<file path="config.mk">
export PLATFORM = sky130hd
export DESIGN_NAME = websocket_frame_decoder
export DESIGN_NICKNAME = d
export VERILOG_FILES = /design/src/rtl/wsfd_pkg.sv /design/src/rtl/wsfd_parser.sv /design/src/rtl/wsfd_out_buf.sv /design/src/rtl/websocket_frame_decoder.sv
export SDC_FILE = /design/constraint.sdc
export NUM_CORES = 1
export LEC_CHECK = 0
export ABC_AREA = 1
export BUFFER_PORTS_ARGS = -buffer_cell sky130_fd_sc_hd__buf_2
export CAP_MARGIN = 20
export CELL_PAD_IN_SITES_DETAIL_PLACEMENT = 0
export CELL_PAD_IN_SITES_GLOBAL_PLACEMENT = 1
export CORE_MARGIN = 5
export CORE_UTILIZATION = 35
export DETAILED_ROUTE_END_ITERATION = 8
export MAX_ROUTING_LAYER = met4
export PLACE_DENSITY_LB_ADDON = 0.1
export SYNTH_ARGS = -nofsm -noshare
export SYNTH_HDL_FRONTEND = slang
export SYNTH_HIERARCHICAL = 1
export SYNTH_SLANG_ARGS = --single-unit
</file>
<file path="constraint.sdc">
create_clock -name aclk -period 4.1 [get_ports aclk]
set_input_delay 0 -clock aclk [delete_from_list [all_inputs] [get_ports aclk]]
set_output_delay 0 -clock aclk [all_outputs]
set_load 0.01 [all_outputs]
</file>
<file path="src/rtl/wsfd_pkg.sv">
// wsfd_pkg: shared types and constants of the WebSocket frame decoder.
// Used by wsfd_parser, wsfd_out_buf and websocket_frame_decoder.
`timescale 1ns / 1ps

package wsfd_pkg;

    typedef enum logic [2:0] {
        PH_HDR0    = 3'd0,
        PH_HDR1    = 3'd1,
        PH_EXTLEN  = 3'd2,
        PH_MASK    = 3'd3,
        PH_PAYLOAD = 3'd4
    } phase_t;

    typedef enum logic [1:0] {
        CLS_DATA  = 2'd0,
        CLS_PING  = 2'd1,
        CLS_CLOSE = 2'd2,
        CLS_DROP  = 2'd3
    } frame_cls_t;

    localparam logic [3:0] OP_TEXT   = 4'h1;
    localparam logic [3:0] OP_BINARY = 4'h2;
    localparam logic [3:0] OP_CLOSE  = 4'h8;
    localparam logic [3:0] OP_PING   = 4'h9;

    localparam logic [6:0] LEN_EXT16 = 7'd126;
    localparam logic [6:0] LEN_EXT64 = 7'd127;

    localparam logic [3:0] EXT16_BYTES = 4'd2;
    localparam logic [3:0] EXT64_BYTES = 4'd8;
    localparam logic [3:0] KEY_BYTES   = 4'd4;

    localparam logic [1:0] KIND_DATA  = 2'd0;
    localparam logic [1:0] KIND_PING  = 2'd1;
    localparam logic [1:0] KIND_CLOSE = 2'd2;

    localparam logic [1:0] ST_OK       = 2'd0;
    localparam logic [1:0] ST_OVERSIZE = 2'd1;
    localparam logic [1:0] ST_CLOSED   = 2'd2;

    localparam logic [31:0] MAX_PAYLOAD_RESET = 32'd65536;

    typedef struct packed {
        logic [7:0] payload_byte;
        logic       has_byte;
        logic [1:0] frame_kind;
        logic       last_of_frame;
        logic [1:0] status;
    } result_t;

endpackage

</file>
<file path="src/rtl/wsfd_parser.sv">
// wsfd_parser: frame header parser, length check and payload unmasking.
// One byte per beat; state registers feed a single combinational step.
// Depends on wsfd_pkg.
`timescale 1ns / 1ps

module wsfd_parser (
    input  logic                 aclk,
    input  logic                 aresetn,
    input  logic                 cfg_wr_en,
    input  logic [31:0]          cfg_wr_data,
    input  logic                 byte_en,
    input  logic [7:0]           in_byte,
    output logic                 res_valid,
    output wsfd_pkg::result_t    res
);

    wsfd_pkg::phase_t     phase_reg, phase_next;
    wsfd_pkg::frame_cls_t cls_reg, cls_next;
    logic                 mask_reg, mask_next;
    logic [63:0]          len_reg, len_next;
    logic [31:0]          rem_reg, rem_next;
    logic [3:0]           cnt_reg, cnt_next;
    logic [31:0]          key_reg, key_next;
    logic [1:0]           idx_reg, idx_next;
    logic                 stopped_reg, stopped_next;
    logic [31:0]          max_reg;

    logic                 do_ld, do_bp, do_end, last_byte;
    logic [7:0]           key_byte;

    always_ff @(posedge aclk) begin
        if (!aresetn) begin
            max_reg <= wsfd_pkg::MAX_PAYLOAD_RESET;
        end else if (cfg_wr_en) begin
            max_reg <= cfg_wr_data;
        end
    end

    always_ff @(posedge aclk) begin
        if (!aresetn) begin
            phase_reg   <= wsfd_pkg::PH_HDR0;
            cls_reg     <= wsfd_pkg::CLS_DROP;
            mask_reg    <= 1'b0;
            len_reg     <= '0;
            rem_reg     <= '0;
            cnt_reg     <= '0;
            key_reg     <= '0;
            idx_reg     <= '0;
            stopped_reg <= 1'b0;
        end else if (byte_en) begin
            phase_reg   <= phase_next;
            cls_reg     <= cls_next;
            mask_reg    <= mask_next;
            len_reg     <= len_next;
            rem_reg     <= rem_next;
            cnt_reg     <= cnt_next;
            key_reg     <= key_next;
            idx_reg     <= idx_next;
            stopped_reg <= stopped_next;
        end
    end

    always_comb begin
        case (idx_reg)
            2'd0:    key_byte = key_reg[31:24];
            2'd1:    key_byte = key_reg[23:16];
            2'd2:    key_byte = key_reg[15:8];
            default: key_byte = key_reg[7:0];
        endcase
    end

    always_comb begin
        phase_next   = phase_reg;
        cls_next     = cls_reg;
        mask_next    = mask_reg;
        len_next     = len_reg;
        rem_next     = rem_reg;
        cnt_next     = cnt_reg;
        key_next     = key_reg;
        idx_next     = idx_reg;
        stopped_next = stopped_reg;
        res_valid    = 1'b0;
        res          = '0;
        do_ld        = 1'b0;
        do_bp        = 1'b0;
        do_end       = 1'b0;
        last_byte    = (rem_reg == 32'd1);

        if (!stopped_reg) begin
            unique case (phase_reg)
                wsfd_pkg::PH_HDR0: begin
                    unique case (in_byte[3:0])
                        wsfd_pkg::OP_TEXT, wsfd_pkg::OP_BINARY: cls_next = wsfd_pkg::CLS_DATA;
                        wsfd_pkg::OP_PING:  cls_next = wsfd_pkg::CLS_PING;
                        wsfd_pkg::OP_CLOSE: cls_next = wsfd_pkg::CLS_CLOSE;
                        default:            cls_next = wsfd_pkg::CLS_DROP;
                    endcase
                    phase_next = wsfd_pkg::PH_HDR1;
                end
                wsfd_pkg::PH_HDR1: begin
                    mask_next = in_byte[7];
                    if (in_byte[6:0] == wsfd_pkg::LEN_EXT16 ||
                        in_byte[6:0] == wsfd_pkg::LEN_EXT64) begin
                        len_next   = '0;
                        cnt_next   = (in_byte[6:0] == wsfd_pkg::LEN_EXT16) ?
                                     wsfd_pkg::EXT16_BYTES : wsfd_pkg::EXT64_BYTES;
                        phase_next = wsfd_pkg::PH_EXTLEN;
                    end else begin
                        len_next = {57'd0, in_byte[6:0]};
                        do_ld    = 1'b1;
                    end
                end
                wsfd_pkg::PH_EXTLEN: begin
                    len_next = {len_reg[55:0], in_byte};
                    cnt_next = cnt_reg - 4'd1;
                    do_ld    = (cnt_reg == 4'd1);
                end
                wsfd_pkg::PH_MASK: begin
                    key_next = {key_reg[23:0], in_byte};
                    cnt_next = cnt_reg - 4'd1;
                    do_bp    = (cnt_reg == 4'd1);
                end
                wsfd_pkg::PH_PAYLOAD: begin
                    rem_next = rem_reg - 32'd1;
                    idx_next = idx_reg + 2'd1;
                    if (last_byte) begin
                        phase_next = wsfd_pkg::PH_HDR0;
                    end
                    case (cls_reg)
                        wsfd_pkg::CLS_CLOSE: begin
                            if (last_byte) begin
                                stopped_next      = 1'b1;
                                res_valid         = 1'b1;
                                res.frame_kind    = wsfd_pkg::KIND_CLOSE;
                                res.last_of_frame = 1'b1;
                                res.status        = wsfd_pkg::ST_CLOSED;
                            end
                        end
                        wsfd_pkg::CLS_DROP: ;
                        default: begin
                            res_valid         = 1'b1;
                            res.payload_byte  = mask_reg ? (in_byte ^ key_byte) : in_byte;
                            res.has_byte      = 1'b1;
                            res.frame_kind    = cls_reg;
                            res.last_of_frame = last_byte;
                            res.status        = wsfd_pkg::ST_OK;
                        end
                    endcase
                end
                default: phase_next = wsfd_pkg::PH_HDR0;
            endcase
        end

        // length complete: limit check before any masking key
        if (do_ld) begin
            if (len_next[63:32] != 32'd0 || len_next[31:0] > max_reg) begin
                stopped_next = 1'b1;
                phase_next   = wsfd_pkg::PH_HDR0;
                res_valid    = 1'b1;
                res.status   = wsfd_pkg::ST_OVERSIZE;
            end else if (mask_next) begin
                phase_next = wsfd_pkg::PH_MASK;
                cnt_next   = wsfd_pkg::KEY_BYTES;
                key_next   = '0;
            end else begin
                do_bp = 1'b1;
            end
        end

        if (do_bp) begin
            idx_next = '0;
            if (len_next == 64'd0) begin
                do_end = 1'b1;
            end else begin
                phase_next = wsfd_pkg::PH_PAYLOAD;
                rem_next   = len_next[31:0];
            end
        end

        // empty frame: marker straight from the header
        if (do_end) begin
            phase_next = wsfd_pkg::PH_HDR0;
            case (cls_reg)
                wsfd_pkg::CLS_CLOSE: begin
                    stopped_next      = 1'b1;
                    res_valid         = 1'b1;
                    res.frame_kind    = wsfd_pkg::KIND_CLOSE;
                    res.last_of_frame = 1'b1;
                    res.status        = wsfd_pkg::ST_CLOSED;
                end
                wsfd_pkg::CLS_DROP: ;
                default: begin
                    res_valid         = 1'b1;
                    res.frame_kind    = cls_reg;
                    res.last_of_frame = 1'b1;
                    res.status        = wsfd_pkg::ST_OK;
                end
            endcase
        end
    end

    a_stop_sticky: assert property (@(posedge aclk) disable iff (!aresetn)
        stopped_reg |=> stopped_reg)
        else $error("stopped flag cleared without reset");

    a_quiet_when_stopped: assert property (@(posedge aclk) disable iff (!aresetn)
        stopped_reg |-> !res_valid)
        else $error("result produced after stream stopped");

    a_payload_len_fits: assert property (@(posedge aclk) disable iff (!aresetn)
        (phase_reg == wsfd_pkg::PH_PAYLOAD) |-> (rem_reg != 32'd0))
        else $error("payload phase with no bytes remaining");

    a_stop_has_status: assert property (@(posedge aclk) disable iff (!aresetn)
        (byte_en && !stopped_reg && stopped_next) |->
        (res_valid && res.status != wsfd_pkg::ST_OK))
        else $error("stream stopped without an error or close result");

endmodule

</file>
<file path="src/rtl/wsfd_out_buf.sv">
// wsfd_out_buf: two-entry result register with skid slot.
// Depends on wsfd_pkg for the result struct.
`timescale 1ns / 1ps

module wsfd_out_buf (
    input  logic                 aclk,
    input  logic                 aresetn,
    input  logic                 push,
    input  wsfd_pkg::result_t    push_data,
    output logic                 has_room,
    output logic                 out_valid,
    input  logic                 out_ready,
    output wsfd_pkg::result_t    out_data
);

    wsfd_pkg::result_t head_reg, tail_reg;
    logic              head_v_reg, tail_v_reg;
    logic              pop;

    assign pop       = head_v_reg && out_ready;
    assign has_room  = !tail_v_reg;
    assign out_valid = head_v_reg;
    assign out_data  = head_reg;

    always_ff @(posedge aclk) begin
        if (!aresetn) begin
            head_v_reg <= 1'b0;
            tail_v_reg <= 1'b0;
        end else if (pop) begin
            if (tail_v_reg) begin
                tail_v_reg <= push;
            end else begin
                head_v_reg <= push;
            end
        end else if (!head_v_reg) begin
            head_v_reg <= push;
        end else if (push) begin
            tail_v_reg <= 1'b1;
        end
    end

    // payload slots: advance tail into head on pop, park new beat where free
    always_ff @(posedge aclk) begin
        if (pop) begin
            if (tail_v_reg) begin
                head_reg <= tail_reg;
                tail_reg <= push_data;
            end else begin
                head_reg <= push_data;
            end
        end else if (!head_v_reg) begin
            head_reg <= push_data;
        end else if (push) begin
            tail_reg <= push_data;
        end
    end

    a_no_overflow: assert property (@(posedge aclk) disable iff (!aresetn)
        tail_v_reg |-> !push)
        else $error("push into full result buffer");

    a_order: assert property (@(posedge aclk) disable iff (!aresetn)
        tail_v_reg |-> head_v_reg)
        else $error("skid slot occupied with empty head");

    a_skid_promotes: assert property (@(posedge aclk) disable iff (!aresetn)
        (tail_v_reg && pop) |=> (head_v_reg && head_reg == $past(tail_reg)))
        else $error("skid beat lost on pop");

endmodule

</file>
<file path="src/rtl/websocket_frame_decoder.sv">
// websocket_frame_decoder: top level of the WebSocket frame decoder.
// Instantiates wsfd_parser and wsfd_out_buf; depends on wsfd_pkg.
`timescale 1ns / 1ps
//
// Usage:
//   Input channel (s_valid/s_ready/s_in_byte) carries the stream after the
//   opening handshake, one byte per beat. Result channel (m_valid/m_ready
//   and the m_ payload ports) gives at most one result per input byte:
//   an unmasked payload byte, an empty-frame marker, a close marker or an
//   oversize error.
//   cfg_wr_en/cfg_wr_data write max_payload (reset 65536);
//   write it only while the block is idle.
//   Each result is registered in the result buffer before it shows on m_.
//   Throughput: one byte per cycle while the result buffer has room; the
//   parser state update is a single registered step and the two-entry result
//   buffer keeps s_ready high while one result waits on the output.
//   Stall: when m_ready stays low, the buffer fills and s_ready drops
//   after two pending results; no result is dropped.
//   Reset: synchronous, aresetn low clears the parser to the first header
//   byte, empties the buffer and restores max_payload. After a close or
//   oversize result the stream is ignored (bytes still accepted) until reset.

module websocket_frame_decoder (
    input  logic        aclk,
    input  logic        aresetn,
    input  logic        cfg_wr_en,
    input  logic [31:0] cfg_wr_data,
    input  logic        s_valid,
    output logic        s_ready,
    input  logic [7:0]  s_in_byte,
    output logic        m_valid,
    input  logic        m_ready,
    output logic [7:0]  m_payload_byte,
    output logic        m_has_byte,
    output logic [1:0]  m_frame_kind,
    output logic        m_last_of_frame,
    output logic [1:0]  m_status
);

    logic              byte_en;
    logic              res_valid;
    logic              has_room;
    wsfd_pkg::result_t res;
    wsfd_pkg::result_t out_data;

    assign byte_en = s_valid && s_ready;
    assign s_ready = has_room;

    wsfd_parser u_parser (
        .aclk        (aclk),
        .aresetn     (aresetn),
        .cfg_wr_en   (cfg_wr_en),
        .cfg_wr_data (cfg_wr_data),
        .byte_en     (byte_en),
        .in_byte     (s_in_byte),
        .res_valid   (res_valid),
        .res         (res)
    );

    wsfd_out_buf u_out_buf (
        .aclk      (aclk),
        .aresetn   (aresetn),
        .push      (byte_en && res_valid),
        .push_data (res),
        .has_room  (has_room),
        .out_valid (m_valid),
        .out_ready (m_ready),
        .out_data  (out_data)
    );

    assign m_payload_byte  = out_data.payload_byte;
    assign m_has_byte      = out_data.has_byte;
    assign m_frame_kind    = out_data.frame_kind;
    assign m_last_of_frame = out_data.last_of_frame;
    assign m_status        = out_data.status;

endmodule

</file>
## After elaboration in Yosys (flattened, before gate mapping)

Index checks and enable logic that the tools add are counted.

| storage, ports and cells | value |
|---|---|
| flip-flop bits (word level) | 203 |
| output and inout port bits | 16 |

| operators by class | value |
|---|---|
| add/sub/neg operators | 3 |
| magnitude comparators | 1 |
| eq/ne operators | 20 |
| muxes and demuxes | 85 |
| bitwise operators | 2 |
| reduce and logical (&&, ||, !) cells | 20 |

Operators with widths:

| kind | count |
|---|---|
| 2-to-1 mux 32 bit | 9 |
| case mux 64 bit (2 select lines) | 1 |
| 2-to-1 mux 14 bit | 9 |
| zero test 64 bit | 1 |
| 2-to-1 mux 64 bit | 1 |
| equality test 32 x 1 -> 1 bit, second input constant | 1 |
| greater-than comparator 32 bit | 1 |
| 2-to-1 mux 1 bit | 32 |
| nonzero test 32 bit | 1 |
| subtractor 32 x 1 -> 32 bit, second input constant | 1 |
| 2-to-1 mux 3 bit | 9 |
| 2-to-1 mux 4 bit | 6 |
| case mux 8 bit (3 select lines) | 1 |
| case mux 5 bit (2 select lines) | 2 |
| equality test 7 bit, second input constant | 2 |
| case mux 3 bit (4 select lines) | 1 |
| 2-to-1 mux 2 bit | 5 |
| 2-to-1 mux 5 bit | 2 |
| 2-to-1 mux 9 bit | 1 |
| AND reduction 3 bit | 3 |
| equality test 4 x 1 -> 1 bit, second input constant | 2 |
| equality test 4 bit, second input constant | 2 |
| 2-to-1 mux 8 bit | 1 |
| case mux 4 bit (2 select lines) | 1 |
| other kinds (23) | 36 |

## Logic depth before layout (Yosys ltp)

| logic depth | value |
|---|---|
| depth in word-level cells | 15 |
| gate-level depth with buffers | 31 |
| mapped depth without buffers | 31 |

## Modules after synthesis

Netlist, hierarchy kept.

By module, submodules not included:

| module | times used | cells an instance | area each (um2) | sequential area each (um2) |
|---|---|---|---|---|
| wsfd_parser | 1 | 1647 | 10660.2 | 3463.3 |
| wsfd_out_buf | 1 | 90 | 1176.1 | 880.8 |
| websocket_frame_decoder | 1 | 4 | 17.5 | 0.0 |

## Worst setup path before layout

No wires, ideal clock.

| path | value |
|---|---|
| path type | flip-flop to flip-flop |
| from | reg u_parser.phase_reg[2] |
| to | reg u_out_buf/tail_reg[0] (netlist bit), enable pin |
| library setup time | 0.405 ns |
| arrival | 3.959 ns |
| slack | -0.263 ns |
| stages on the path, launching flop included | 30 |
| clock period less this slack | 4.363 ns |
| path through | dfxtp_1 buf_2 nor2_4 nand3_4 nand2_4 buf_6 buf_6 nor2_1 a31oi_2 inv_1 ha_1 a21oi_1 o21ai_0 nand2_1 nand2_1 nand2_1 nand2_1 nand2_1 nand2_1 nand2_1 nand3_2 nand2_4 inv_2 nor2_2 nand2_1 nand3_1 inv_1 nor2_2 inv_1 o21ai_0 |

| on the way | value |
|---|---|
| word-level cells in the longest chain between the ends | 12 |

RTL lines:

| element | line | text |
|---|---|---|
| from (decl) | wsfd_parser.sv:17 | `wsfd_pkg::phase_t phase_reg, phase_next;` |
| from (signal assigned) | wsfd_parser.sv:41 | `phase_reg <= wsfd_pkg::PH_HDR0;` |
| from (signal assigned) | wsfd_parser.sv:51 | `phase_reg <= phase_next;` |
| equality test 3 x 2 -> 1 bit or equality test 3 x 1 -> 1 bit (tied branches) | wsfd_parser.sv:90 | `unique case (phase_reg)` |
| case mux 64 bit (2 select lines) * | wsfd_parser.sv:90 |  |
| 2-to-1 mux 64 bit * | wsfd_parser.sv:89 | `if (!stopped_reg) begin` |
| via u_parser.len_next[1] | wsfd_parser.sv:20 | `logic [63:0] len_reg, len_next;` |
| greater-than comparator 32 bit | wsfd_parser.sv:156 | `if (len_next[63:32] != 32'd0 \|\| len_next[31:0] > max_reg) begin` |
| logical OR 1 bit | wsfd_parser.sv:156 |  |
| 2-to-1 mux 1 bit | wsfd_parser.sv:156 |  |
| 2-to-1 mux 1 bit | wsfd_parser.sv:155 | `if (do_ld) begin` |
| 2-to-1 mux 1 bit, on equally long branches | wsfd_parser.sv:183, wsfd_parser.sv:170 |  |
| 2-to-1 mux 1 bit * | wsfd_parser.sv:181 | `if (do_end) begin` |
| via res_valid | websocket_frame_decoder.sv:41 | `logic res_valid;` |
| logical AND 1 bit * | websocket_frame_decoder.sv:63 | `.push (byte_en && res_valid),` |
| nonzero test 2 bit (no source line) * | n/a |  |
| AND reduction 3 bit (no source line) * | n/a |  |
| to (signal assigned) | wsfd_out_buf.sv:47 | `tail_reg <= push_data;` |
| to (signal assigned) | wsfd_out_buf.sv:54 | `tail_reg <= push_data;` |
| to (decl) | wsfd_out_buf.sv:16 | `wsfd_pkg::result_t head_reg, tail_reg;` |

Mark *: on every way through the listed nets, which the timed path passes. The rest lies on a longest branch.
A chain may end at the register's enable or synchronous reset.

## Worst setup path in the final report

| path | value |
|---|---|
| from | reg u_parser.phase_reg[1] |
| to | reg u_out_buf/tail_reg[7] (netlist bit), enable pin |

The elaborated chain is that of the path after synthesis.

==> results by group <==
Cells and area
  • Final instance area: 14000 um^2
  • Fin cells: ~2300
  • Max reg flops: 64
  • Antenna diode count: 0
  • Area growth syn-to-layout: 18.1%
  • # nets final: 1915
  • Layout cells sized above 1: ~11%
  • Final core occ: around two fifths

Timing
  • Worst rel slew slack: about 34%
  • Fmax: about 270 MHz
  • Fin. Hold Viols: 0
  • Final worst slack: ~0.33 ns
  • Min Hold Slack: 0.0205 ns
  • Setup TNS: 0 ns
  • Worst clock skew: around 0.0078 ns
  • Slew Limit Fails: 0
  • Setup Viol. Count Final: 0
  • Final worst path period share: 91.9%
  • Worst Max-Slew Pin Slew: ~0.99 ns
  • RSZ-0062 raised after global routing: no
  • Fin crit period: ~3.8 ns

Drt
  • Post-DRT Antenna Nets: 0
  • Detailed Route Iter0 Violations: 748
  • Vias per cell: between 4 and 5
  • Routed vias: around 11000
  • Final WL: between 30000 and 40000 um
  • Post-DR wirelength/cell: roughly 15 um
  • DRC: 0
  • Pre-antenna DRT Iters: 5

Die
  • Core box area: roughly 33000 um^2
  • Core Rows: between 60 and 70
  • DIE WIDTH: just under 200 um
  • Starting Density: roughly 35%
  • # IOs: 61
  • Die ar.: ~38000 um^2
  • Die Ht: between 150 and 200 um

Setup path
  • Crit path launch type: register
  • Critical path arrival: about 4 ns
  • Slowest cell on crit path: dfxtp_2
  • Slowest stage delay, CP: ~0.38 ns
  • CP most frequent cell: nand2_1
  • Crit path max fanout: 12
  • CP required: about 4.3 ns
  • WS Path Type: reg2reg
  • Endpoint type of the worst setup path: register

Placement
  • Post-Place Cell Area: around 13000 um^2
  • Placed cell count: 2201
  • IO buf count: 60
  • Pre-CTS setup slack: between 0.1 and 0.15 ns
  • Gpl congestion: 0.865
  • Hpwl dp: roughly 25000 um

Global routing
  • Initial antenna violation count: 0
  • All-Layer GR Usage: 18.6%
  • First-pass GRT wire length: ~57000 um
  • Grt ovf: 0
  • Largest net degree at the start of global routing: between 100 and 150
  • Vias in the first global route: approximately 11000

Clock tree
  • CTS tree: yes
  • Clock tree buffer depth: 3
  • Clock root cell: clkbuf_16
  • Clock transition at path regs: around 0.060 ns
  • H-tree depth: 1
  • Clk_lat worst skew: between 0.5 and 0.6 ns
  • Clock buffer count from CTS: 25
  • Clk sinks: 203

Yosys
  • Synth Cell Area: roughly 12000 um^2
  • Synth unique cells: 40
  • Cells after Synth: ~1700
  • Count leader, synth: inv_1
  • Top cells by area, synth: dfxtp_1 (30%), inv_1 (9.3%), nand2_1 (8.5%), o21ai_0 (7.3%), a21oi_1 (7.2%)
  • Syn Area/Cell: approximately 6.8 um^2
  • Post-synth EDFFs: 28
  • Sequential fraction of the synthesis area: ~37%
  • Ys flop type: dfxtp_1
  • Post-synth ARST share: 0%
  • Seq cells post-synth: about 200
  • Yosys warning count: 6
  • Post-Syn Nets: 1826
  • Dominant cell type by area after synthesis: dfxtp_1
  • Area fraction of the dominant cell type after synthesis: 29.6%
  • Synth cell count leaders: inv_1 (293), nand2_1 (269), dfxtp_1 (175)

Job
  • Maxcap violations: 0

Run status
  • Status: complete, no violations

Power and ir drop
  • Total chip power: 5.42 mW
  • Cell internal pwr: 3.87 mW
  • Max IR drop VDD: 263 uV
  • Pleak: between 6 and 7 nW
  • Pwr dens: a little under 400 nW/um^2
  • Sequential power share: between 40% and 50%
  • Switching share of power: around 29%
  • Clock power frac: 42.1%
  • Switching pwr: between 1.5 and 2 mW
  • Combinational Power Share: roughly 18%

Hold path
  • Hold Crit Class: in2reg
[layer usage]
layer | global-route usage, % | vias to the layer above | wire length, um
li1 | - | 5878 | -
met1 | 26.7 | 5119 | 17600
met2 | 28.7 | 186 | 15800
met3 | 2.03 | 41 | 1350
met4 | 3.59 | 0 | 626
met5 | - | - | 0
[repair_timing]
item,in CTS,in global routing
hold endpoints to repair,39,0
setup buffers,0,3
hold buffers,46,0
setup endpoints to repair,0,53
gates resized for setup,0,13
[final timing paths]
path / from / to / slack, ns / cells past startpoint
max: u_parser/phase_reg[1] / u_out_buf/tail_reg[7] / 0.33 / 29
min: cfg_wr_en / u_parser/max_reg[22] / 0.02 / 3
max reg2reg: u_parser/phase_reg[1] / u_out_buf/tail_reg[7] / 0.33 / 29
min reg2reg: u_parser/max_reg[29] / u_parser/max_reg[29] / 0.47 / 2
[worst max-delay path: cells and delay by family, from the launching register on]
kind / cells / cell delay (ns)
simple gates: 17 / 1.47
buf+inv: 7 / 0.72
compound gates: 4 / 0.60
flops: 1 / 0.38
fa+ha+maj: 1 / 0.30
[cells in the final DEF, fill, tap and decap left out, types with 5 or more instances in the layout]
cell	synthesis	layout
a211oi_1	8	8
clkbuf_8	0	5
nor4_1	8	8
nand4_1	17	17
xnor2_1	10	10
o211ai_1	35	35
o21ai_0	172	168
a221oi_1	8	8
xor2_1	26	26
inv_1	293	290
nand3_1	127	127
buf_4	3	49
edfxtp_1	28	28
inv_2	5	5
clkinv_2	0	10
o22ai_1	14	14
o21ai_1	18	21
clkbuf_16	0	25
nand3_2	5	5
nor3_1	18	17
a21oi_1	170	170
ha_1	40	40
dfxtp_1	175	173
or2_2	8	8
dlygate4sd3_1	0	46
nor2_1	165	164
buf_2	20	60
o21ai_2	5	6
nand2_1	269	267
[cell type report]
type                       instances  area (um^2)
inverter                         301         1130
tap                              448          561
multi-input combinational       1141         5940
fill                            3543        19400
clock inverter                    12          139
sequential                       203         4350
clock buffer                      34          709
timing repair buffer             158         1170
[kinds of logic (layout without fill, tap and decap cells)]
family	count (synthesis)	after routing	share of synthesized area (%)
AOI/OAI and AO/OA	437	437	20.1
xor gates and xnor gates	36	36	2.66
DFF	203	203	36.6
buffers and inverters	397	505	13.4
and+or+nand+nor	628	628	23.0
adders and majority gates	40	40	4.22
[power by group through the flow]
stage | Combinational (mW) | Clock, mW | Sequential, mW
2_1_floorplan | 0.626 | 0 | 2.21
3_3_place_gp | 0.902 | 0 | 2.23
3_5_place_dp | 0.906 | 0 | 2.23
4_1_cts | 0.944 | 2.37 | 2.19
5_1_grt | 1.08 | 2.45 | 2.20
6_report | 0.946 | 2.28 | 2.19
No activity file was read; power rests on OpenSTA's default activity.
